## config.mk

```make
export PLATFORM = sky130hd
export DESIGN_NAME = calendar_date_up_down_counter
export DESIGN_NICKNAME = d
export VERILOG_FILES = /design/src/hw/rtl/cdudc_pkg.sv /design/src/hw/rtl/calendar_date_up_down_counter.sv
export SDC_FILE = /design/constraint.sdc
export NUM_CORES = 1
export LEC_CHECK = 0
export BUFFER_PORTS_ARGS = -buffer_cell sky130_fd_sc_hd__buf_2
export CORE_MARGIN = 1
export CORE_UTILIZATION = 35
export CTS_CLUSTER_SIZE = 8
export DETAILED_ROUTE_END_ITERATION = 10
export HOLD_SLACK_MARGIN = 0.05
export PLACE_DENSITY = 0.63
export SKIP_CTS_REPAIR_TIMING = 1
export SLEW_MARGIN = 0
export SYNTH_ARGS = -nofsm -noshare
export SYNTH_HDL_FRONTEND = slang
export SYNTH_SLANG_ARGS = --single-unit
```

## constraint.sdc

```tcl
create_clock -name clock -period 3.4 [get_ports clock]
set_input_delay 0.17 -clock clock [delete_from_list [all_inputs] [get_ports clock]]
set_output_delay 0.17 -clock clock [all_outputs]
set_load 0.01 [all_outputs]
```

## src/hw/rtl/cdudc_pkg.sv

```systemverilog
// Package for the calendar date up/down counter.
// Holds field widths, year limits, the function codes and the month-length table.
// Depends on nothing; used by the top level, its checker and the testbench.
`timescale 1ns / 1ps

package cdudc_pkg;

   localparam int unsigned DayW   = 5;
   localparam int unsigned LdDayW = 6;
   localparam int unsigned MonthW = 4;
   localparam int unsigned YearW  = 14;
   localparam int unsigned FuncW  = 2;

   localparam int unsigned ReqDataW = 24;
   localparam int unsigned RspDataW = 32;

   localparam logic [YearW-1:0]  DefaultYear = YearW'(2019);
   localparam logic [YearW-1:0]  MinYear     = YearW'(1000);
   localparam logic [YearW-1:0]  MaxYear     = YearW'(9999);
   localparam logic [MonthW-1:0] FirstMonth  = MonthW'(1);
   localparam logic [MonthW-1:0] LastMonth   = MonthW'(12);
   localparam logic [DayW-1:0]   FirstDay    = DayW'(1);

   typedef enum logic [FuncW-1:0] {
      FUNC_LOAD = 2'd0,
      FUNC_FWD  = 2'd1,
      FUNC_BACK = 2'd2
   } func_type;

   // Days in a month; the leap table differs only in February.
   // A month code outside 1..12 is treated as January.
   function automatic logic [DayW-1:0] month_len(input logic [MonthW-1:0] month,
                                                 input logic leap);
      logic [DayW-1:0] len;
      begin
         case (month)
            4'd2:    len = leap ? DayW'(29) : DayW'(28);
            4'd4:    len = DayW'(30);
            4'd6:    len = DayW'(30);
            4'd9:    len = DayW'(30);
            4'd11:   len = DayW'(30);
            default: len = DayW'(31);
         endcase
         month_len = len;
      end
   endfunction

   // A year counts as leap when it divides by four, with no century rule.
   function automatic logic year_leap(input logic [YearW-1:0] year);
      year_leap = (year[1:0] == 2'b00);
   endfunction

endpackage

```

## src/hw/rtl/calendar_date_up_down_counter.sv

```systemverilog
// Top level of the calendar date up/down counter.
// Holds the date state, an input stage and a result register.
// Depends on cdudc_pkg.
`timescale 1ns / 1ps

// Usage
// The request channel (req_*) carries one command per transfer. req_tuser selects
// the function: load a date, step one day forward or step one day back. For a
// load, req_tdata carries the day, month and year to load; a load checks each
// field and replaces an invalid year by 2019, an invalid month by 1 and a day
// outside the month's length by 1. Unused function code 3 leaves the date as it is.
// Every request transfer produces exactly one response transfer on rsp_*, with the
// date after the command, the leap flag and the three correction flags.
// A command passes through the input stage and then the result register before
// rsp_tvalid rises. Throughput is one command per cycle while the receiver keeps
// rsp_tready high; the date update is a single pass of compare, increment and
// month-length table lookup between the input stage and the date registers.
// When the receiver holds rsp_tready low, the response holds and the input stage
// fills; req_tready falls only once both stages hold a command.
// Synchronous reset sets the date to January 1, 2019, clears the leap flag and
// empties both stages.

module calendar_date_up_down_counter (
   input  logic                           clock,
   input  logic                           reset,
   // Request channel.
   input  logic                           req_tvalid,
   output logic                           req_tready,
   // [5:0] load_day, [9:6] load_month, [23:10] load_year.
   input  logic [cdudc_pkg::ReqDataW-1:0] req_tdata,
   // [1:0] func.
   input  logic [cdudc_pkg::FuncW-1:0]    req_tuser,
   // Response channel.
   output logic                           rsp_tvalid,
   input  logic                           rsp_tready,
   // [4:0] cur_day, [8:5] cur_month, [22:9] cur_year, [23] leap_flag,
   // [24] year_fixed, [25] month_fixed, [26] day_fixed, [31:27] zero.
   output logic [cdudc_pkg::RspDataW-1:0] rsp_tdata
);

   localparam int unsigned DayW   = cdudc_pkg::DayW;
   localparam int unsigned MonthW = cdudc_pkg::MonthW;
   localparam int unsigned YearW  = cdudc_pkg::YearW;
   localparam int unsigned LdDayW = cdudc_pkg::LdDayW;

   // Input stage.
   logic                               s1_vld_ff, s1_vld_in;
   logic [cdudc_pkg::FuncW-1:0]        s1_func_ff;
   logic [cdudc_pkg::ReqDataW-1:0]     s1_data_ff;

   // Date state.
   logic [DayW-1:0]   day_ff, day_in;
   logic [MonthW-1:0] month_ff, month_in;
   logic [YearW-1:0]  year_ff, year_in;
   logic              leap_ff, leap_in;

   // Result register.
   logic                           rsp_vld_ff, rsp_vld_in;
   logic [cdudc_pkg::RspDataW-1:0] rsp_data_ff, rsp_data_in;

   logic req_xfer;
   logic advance;

   // Fields of the staged load.
   logic [LdDayW-1:0] ld_day;
   logic [MonthW-1:0] ld_month;
   logic [YearW-1:0]  ld_year;

   logic yfix, mfix, dfix;

   // The result register can take a new value when it is empty or being drained.
   assign advance    = !rsp_vld_ff || rsp_tready;
   assign req_tready = !s1_vld_ff || advance;
   assign req_xfer   = req_tvalid && req_tready;

   assign ld_day   = s1_data_ff[LdDayW-1:0];
   assign ld_month = s1_data_ff[LdDayW +: MonthW];
   assign ld_year  = s1_data_ff[LdDayW+MonthW +: YearW];

   always_comb begin
      logic              ly_ok;
      logic              lm_ok;
      logic [DayW-1:0]   len_cur;
      logic [DayW-1:0]   len_prev;
      logic [DayW-1:0]   len_ld;
      logic [MonthW-1:0] prev_month;
      logic [YearW-1:0]  prev_year;
      logic              prev_leap;

      day_in   = day_ff;
      month_in = month_ff;
      year_in  = year_ff;
      leap_in  = leap_ff;
      yfix     = 1'b0;
      mfix     = 1'b0;
      dfix     = 1'b0;

      ly_ok   = (ld_year >= cdudc_pkg::MinYear) && (ld_year <= cdudc_pkg::MaxYear);
      lm_ok   = (ld_month >= cdudc_pkg::FirstMonth) && (ld_month <= cdudc_pkg::LastMonth);
      len_cur = cdudc_pkg::month_len(month_ff, leap_ff);

      // Month and year that a backward step across a month boundary lands in.
      if (month_ff <= cdudc_pkg::FirstMonth) begin
         prev_month = cdudc_pkg::LastMonth;
         prev_year  = (year_ff <= cdudc_pkg::MinYear) ? cdudc_pkg::MaxYear
                                                       : year_ff - YearW'(1);
         prev_leap  = cdudc_pkg::year_leap(prev_year);
      end else begin
         prev_month = month_ff - MonthW'(1);
         prev_year  = year_ff;
         prev_leap  = leap_ff;
      end
      len_prev = cdudc_pkg::month_len(prev_month, prev_leap);

      // Load path: year first, then month, then the day against the corrected month.
      if (!ly_ok) begin
         yfix = 1'b1;
      end
      if (!lm_ok) begin
         mfix = 1'b1;
      end
      len_ld = cdudc_pkg::month_len(lm_ok ? ld_month : cdudc_pkg::FirstMonth,
                                    cdudc_pkg::year_leap(ly_ok ? ld_year
                                                               : cdudc_pkg::DefaultYear));

      if (s1_vld_ff && advance) begin
         case (s1_func_ff)
            cdudc_pkg::FUNC_LOAD: begin
               year_in  = ly_ok ? ld_year : cdudc_pkg::DefaultYear;
               month_in = lm_ok ? ld_month : cdudc_pkg::FirstMonth;
               leap_in  = cdudc_pkg::year_leap(year_in);
               if ((ld_day != '0) && (ld_day <= LdDayW'(len_ld))) begin
                  day_in = ld_day[DayW-1:0];
               end else begin
                  day_in = cdudc_pkg::FirstDay;
                  dfix   = 1'b1;
               end
            end
            cdudc_pkg::FUNC_FWD: begin
               if (day_ff >= len_cur) begin
                  day_in = cdudc_pkg::FirstDay;
                  if (month_ff >= cdudc_pkg::LastMonth) begin
                     month_in = cdudc_pkg::FirstMonth;
                     year_in  = (year_ff >= cdudc_pkg::MaxYear) ? cdudc_pkg::MinYear
                                                                 : year_ff + YearW'(1);
                     leap_in  = cdudc_pkg::year_leap(year_in);
                  end else begin
                     month_in = month_ff + MonthW'(1);
                  end
               end else begin
                  day_in = day_ff + DayW'(1);
               end
            end
            cdudc_pkg::FUNC_BACK: begin
               if (day_ff <= cdudc_pkg::FirstDay) begin
                  month_in = prev_month;
                  year_in  = prev_year;
                  leap_in  = prev_leap;
                  day_in   = len_prev;
               end else begin
                  day_in = day_ff - DayW'(1);
               end
            end
            default: begin
               // Unused code: the date holds.
            end
         endcase
      end

      // Correction flags are reported for loads only.
      if (s1_func_ff != cdudc_pkg::FUNC_LOAD) begin
         yfix = 1'b0;
         mfix = 1'b0;
         dfix = 1'b0;
      end
   end

   // Stage handshake.
   always_comb begin
      s1_vld_in = s1_vld_ff;
      if (req_xfer) begin
         s1_vld_in = 1'b1;
      end else if (advance) begin
         s1_vld_in = 1'b0;
      end

      rsp_vld_in  = rsp_vld_ff;
      rsp_data_in = rsp_data_ff;
      if (advance) begin
         rsp_vld_in  = s1_vld_ff;
         rsp_data_in = {5'b0, dfix, mfix, yfix, leap_in, year_in, month_in, day_in};
      end
   end

   always_ff @(posedge clock) begin
      if (reset) begin
         s1_vld_ff  <= 1'b0;
         rsp_vld_ff <= 1'b0;
         day_ff     <= cdudc_pkg::FirstDay;
         month_ff   <= cdudc_pkg::FirstMonth;
         year_ff    <= cdudc_pkg::DefaultYear;
         leap_ff    <= 1'b0;
      end else begin
         s1_vld_ff  <= s1_vld_in;
         rsp_vld_ff <= rsp_vld_in;
         day_ff     <= day_in;
         month_ff   <= month_in;
         year_ff    <= year_in;
         leap_ff    <= leap_in;
      end
   end

   // Payload registers carry no reset.
   always_ff @(posedge clock) begin
      if (req_xfer) begin
         s1_func_ff <= req_tuser;
         s1_data_ff <= req_tdata;
      end
      rsp_data_ff <= rsp_data_in;
   end

   assign rsp_tvalid = rsp_vld_ff;
   assign rsp_tdata  = rsp_data_ff;

endmodule

```

==> out/results.ini, run 1 <==
[placement]
port_buffers = 58
dpl.hpwl_um = 11200
gp_congestion = 0.931
placed_area_um2 = 5490

[finish]
fill_cells = 1319
seq_area_um2 = 2110
antenna_cells = 0
areaGrowthSynthToFinish_pct = 24.4
utilization_pct = 45.3
multi_input_area_um2 = 2620
drive_above_1_share_pct = 20.1
design_area_um2 = 6090
nets = 681

[floorplan]
start_util_pct = 36.4
ios = 64
die_h_um = 120
die-width_um = 120
dieArea_um2 = 14500
core_um2 = 13500
rows = 42

[routing]
avgViaCountPerCell = 5.87
drc = 0
ant_nets = 0
drt-pass1-iter-count = 5
drt-initial-drc-count = 655
wl_per_cell_um = 18.8
routed-via-count = 4803
routed_wl_um = 15400

[clock_network]
cts_htree_levels = 3
cts_sinks = 79
clk_pin_slew_ns = 0.06
cts_root_buf = clkbuf_16
clock_latency_ns = 0.35
cts_made_buffers = 9
tritoncts = done
cts_max_path_buffers = 2

[setup_path]
path_cells = nor4_2, o21ai_1, o211ai_1, o31ai_1, a211oi_1, a31oi_1, ha_1, nand2_1, o211a_1, nor4_1, buf_4, a2111oi_4, buf_4, o211ai_1, and2_1
arrival_ns = 3.32
timing.critical_path.from_type = flop
cp_slowest_cell = edfxtp_1
cp_max_fo = 4
cpPeakStageDelay_ns = 0.43
cp-end-kind = flop
crit_family = compound AO/OA/AOI/OAI gates
worstSetupPathType = reg2reg
worst-endpoint-required_ns = 3.51
worst-path-buf-inv = 2

[power]
peakVddDrop_uv = 222
sw_frac_of_total_pct = 28.1
power_density_nw_per_um2 = 428
clockPowerShare_pct = 37.9
combPwrFrac_pct = 17.3
seq_power_share_pct = 44.7
switchingPower_mw = 0.735
p_leak_nw = 2.34
p_int_mw = 1.88

[timing]
finalSetupViolations = 0
setup_tns_ns = 0
post-route-period-util_pct = 94.3
skew_ns = 0.00598
fmax_ghz = 0.312
finalCriticalPeriod_ns = 3.21
finalHoldViolCount = 0
relSlewSlack_pct = 28.3
drv_slew = 0
rsz0062_at_grt = no
tightest_slew_ns = 1.08

[synthesis]
synth_ff_type = edfxtp_1
syn-cell-area_um2 = 4900
async_flop_share_pct = 0
synth-edff-count = 53
ys_seq_elements = 79
synthCells = 544
synthTopCellsByCount = 53 x edfxtp_1, 43 x o21ai_0, 42 x nor2_1
yosysWarnings = 0
ys_seq_area_share_pct = 43.1
ys_top_cells_by_area = edfxtp_1 33%, dfxtp_1 11%, o21ai_0 4.4%, a21oi_1 3.7%, ha_1 3.6%
synth_top_area_share_pct = 32.5
ys_types = 68
yosysTopAreaCell = edfxtp_1
synth.most_common_cell = edfxtp_1
syn_avg_cell_area_um2 = 9.00

[global_route]
grt_max_degree = 27
grt_pass1_vias = 4329
antenna_found_initial = 0
grt_pass1_wl_um = 23900
grt_overflow = 0
track_usage_pct = 21.8

[outcome]
status = complete, no violations

[run]
maxCapViolCount = 0

[hold_path]
hold_class = in2reg

layer usage:
metal / up-vias / track usage (%) / part of all wire, %
li1: 2265 / - / -
met1: 2229 / 32.3 / 46
met2: 270 / 30.2 / 42
met3: 39 / 3.82 / 8.7
met4: 0 / 10.6 / 2.8
met5: - / 0 / 0
final cells by class:
type,count,area share [%]
Clock buffer,11,3.98
Clock inverter,5,0.945
Timing Repair Buffer,114,12.7
Sequential cell,79,34.7
Inverter,16,0.986
Multi-Input combinational cell,417,43.1
Tap cell,176,3.61
power groups by stage:
stage                     Combinational, mW  Sequential [mW]  Clock [mW]
after global routing                  0.496             1.18        1.05
after CTS                             0.419             1.16        1.02
after detailed placement              0.417             1.18           0
after global placement                0.418             1.18           0
final                                 0.452             1.17       0.990
after floorplan                       0.271             1.17           0
stage by stage:
| stage | hold slack (ns) | total power, mW | instances | setup slack, ns |
|---|---|---|---|---|
| floorplan | 0.242 | 1.44 | 548 | 0.313 |
| global route | 0.0625 | 2.73 | 818 | 0.0134 |
| CTS | -0.0228 | 2.60 | 792 | 0.0344 |
| finish | 0.0420 | 2.61 | 818 | 0.193 |
| detailed placement | 0.348 | 1.60 | 776 | 0.0599 |
| global placement | 0.346 | 1.60 | 776 | 0.0622 |
sequential cells by signal, summed over array words and instances, names as in the netlist:
name / cells
s1_func_ff: 2
leap_ff: 1
year_ff: 14
s1_vld_ff: 1
s1_data_ff: 24
day_ff: 5
rsp_tvalid: 1
month_ff: 4
rsp_tdata: 27
cells by family after synthesis:
logic type,Yosys count,share of synthesized area [%]
AO/OA/AOI/OAI,174,23.5
XOR/XNOR,2,0.358
adder cells (fa/ha/maj),14,3.58
buffers and inverters,52,4.45
flip-flops,79,43.1
multiplexers,2,0.434
other,1,0.0766
AND/OR/NAND/NOR,220,24.5
placed cells by master (no fill, tap or decap), types with 6 or more instances in the layout:
cell type,n
o22ai_1,6
nor4_1,8
inv_1,16
a211oi_1,8
and2_1,8
nor2b_1,11
dlygate4sd3_1,26
o21ai_0,40
ha_1,14
nand2b_1,7
a31oi_1,16
clkbuf_16,9
nand3_1,27
nor2_1,42
nor3_1,17
o211ai_1,9
or2_2,10
buf_2,58
and3_1,8
nor3b_1,6
edfxtp_1,53
buf_4,30
a21oi_1,35
dfxtp_1,26
nand4_1,11
nand2_1,38
path summary, 6_finish.rpt:
path,startpoint,end,slack (ns),cells past startpoint
setup / recovery,s1_data_ff[23],rsp_tdata[2],0.19,15
hold / removal,req_tvalid,s1_vld_ff,0.04,3
setup reg to reg,s1_data_ff[23],rsp_tdata[2],0.19,15
hold reg to reg,s1_vld_ff,rsp_tvalid,0.61,2
worst register-to-register path, delay by kind of cell, from the launching register on:
kind | cells | cell delay (ns)
adders and majority gates | 1 | 0.28
AOI/OAI and AO/OA | 8 | 1.31
buffers and inverters | 2 | 0.33
DFF | 1 | 0.43
and+or+nand+nor | 4 | 0.61
(Power assumes the default switching activity.)
==> inputs of run 2 (changes only) <==
--- a/config.mk
+++ b/config.mk
@@ -11,7 +11,6 @@
 export CTS_CLUSTER_SIZE = 8
 export DETAILED_ROUTE_END_ITERATION = 10
 export HOLD_SLACK_MARGIN = 0.05
-export PLACE_DENSITY = 0.63
 export SKIP_CTS_REPAIR_TIMING = 1
 export SLEW_MARGIN = 0
 export SYNTH_ARGS = -nofsm -noshare
==> out/results.ini, run 2 (synthesis results as in run 1) <==
[outcome]
status = complete, no violations

[finish]
antenna_cells = 0
final_cell_mix = 58 x buf_2, 53 x edfxtp_1, 43 x o21ai_0, 42 x nor2_1, 39 x buf_4
utilization_pct = 45.7
drive_above_1_share_pct = 21.4
largest_reg_flops = 27
areaGrowthSynthToFinish_pct = 25.5
final_common_cell = buf_2
design_area_um2 = 6140
nets = 690
stdcell_count = 827

[power]
power_density_nw_per_um2 = 425
p_leak_nw = 2.37
finalPower_mw = 2.61
peakVddDrop_uv = 280

[timing]
post-route-period-util_pct = 95.1
drv_slew = 0
skew_ns = 0.00721
finalCriticalPeriod_ns = 3.23
hold_ws_ns = 0.0329
relSlewSlack_pct = 29.2
finalHoldViolCount = 0
setup_tns_ns = 0
finalSetupViolations = 0
tightest_slew_ns = 1.06
fmax_ghz = 0.309
setup_slack_ns = 0.165

[global_route]
grtUsageMet2_pct = 31.0
track_usage_pct = 22.1
grt_pass1_wl_um = 24000
grt_max_degree = 27
grt_use_met1_pct = 32.0
top_usage_layer = met1
met3_usage_pct = 4.58
antenna_found_initial = 0
grt_pass1_vias = 4347
grt_overflow = 0

[clock_network]
cts_root_buf = clkbuf_16
tritoncts = done
cts_made_buffers = 9
clock_latency_ns = 0.35
clk_pin_slew_ns = 0.06
cts_max_path_buffers = 2
cts_htree_levels = 3
cts_sinks = 79

[setup_path]
timing.critical_path.from_type = flop
worst-endpoint-required_ns = 3.51
crit_family = compound AO/OA/AOI/OAI gates
r2r_setup_slack_ns = 0.17
cp-end-kind = flop
arrival_ns = 3.34
path_cells = nor4_2, o21ai_0, o211ai_1, o31ai_1, a211oi_1, a31oi_1, ha_1, nand2_1, o211a_1, nor4_2, a2111oi_2, buf_4, o211ai_1, and2_1
worstSetupPathType = reg2reg
cp_max_fo = 4
cp_slowest_cell = a2111oi_2
cpPeakStageDelay_ns = 0.46
worst-path-buf-inv = 1

[floorplan]
dieArea_um2 = 14500
die-width_um = 120
ios = 64
start_util_pct = 36.4
core_um2 = 13500
die_h_um = 120
rows = 42

[placement]
placed_area_um2 = 5550
dp.cells = 784
post-place-ws_ns = -0.0174
gp_congestion = 0.992
port_buffers = 58
dpl.hpwl_um = 11400

[routing]
ant_nets = 0
wl_per_cell_um = 19.0
routed_wl_um = 15700
drt-pass1-iter-count = 6
avgViaCountPerCell = 5.85
routed-via-count = 4834
drc = 0
drt-initial-drc-count = 417

[run]
maxCapViolCount = 0

[hold_path]
hold_class = in2reg

==> run 2: per-layer routing <==
| metal | vias up | routed length [um] |
|---|---|---|
| met3 | 29 | 1310 |
| met5 | - | 0 |
| met2 | 244 | 6730 |
| li1 | 2283 | - |
| met4 | 0 | 426 |
| met1 | 2278 | 7250 |
==> run 2: layout make-up <==
| type | instances | area, um^2 |
|---|---|---|
| sequential | 79 | 2110 |
| timing repair buffer | 123 | 843 |
| multi-input combinational | 417 | 2620 |
| clock inverter | 5 | 58.8 |
| clock buffer | 11 | 233 |
| inverter | 16 | 60.1 |
| fill | 1325 | 7310 |
| tap | 176 | 220 |
==> run 2: worst register-to-register path, cell delays in order (launching register included) <==
cell       delay, ns
edfxtp_1        0.43
nor4_2          0.29
o21ai_0         0.16
o211ai_1        0.15
o31ai_1         0.09
a211oi_1        0.24
a31oi_1         0.07
ha_1            0.29
nand2_1         0.08
o211a_1         0.21
nor4_2          0.09
a2111oi_2       0.46
buf_4           0.19
o211ai_1        0.09
and2_1          0.15
==> run 2: report_power, final <==
group / switching, mW / internal, mW / total (mW)
clock network: 0.407 / 0.569 / 0.976
logic: 0.275 / 0.193 / 0.467
registers: 0.0697 / 1.10 / 1.17
==> run 2: worst paths after layout <==
path	startpoint	to	depth (start not counted)
worst min-delay path	req_tvalid	s1_vld_ff	3
worst min register to register	s1_vld_ff	rsp_tvalid	2
worst max register to register	s1_data_ff[23]	rsp_tdata[2]	14
worst max-delay path	s1_data_ff[23]	rsp_tdata[2]	14
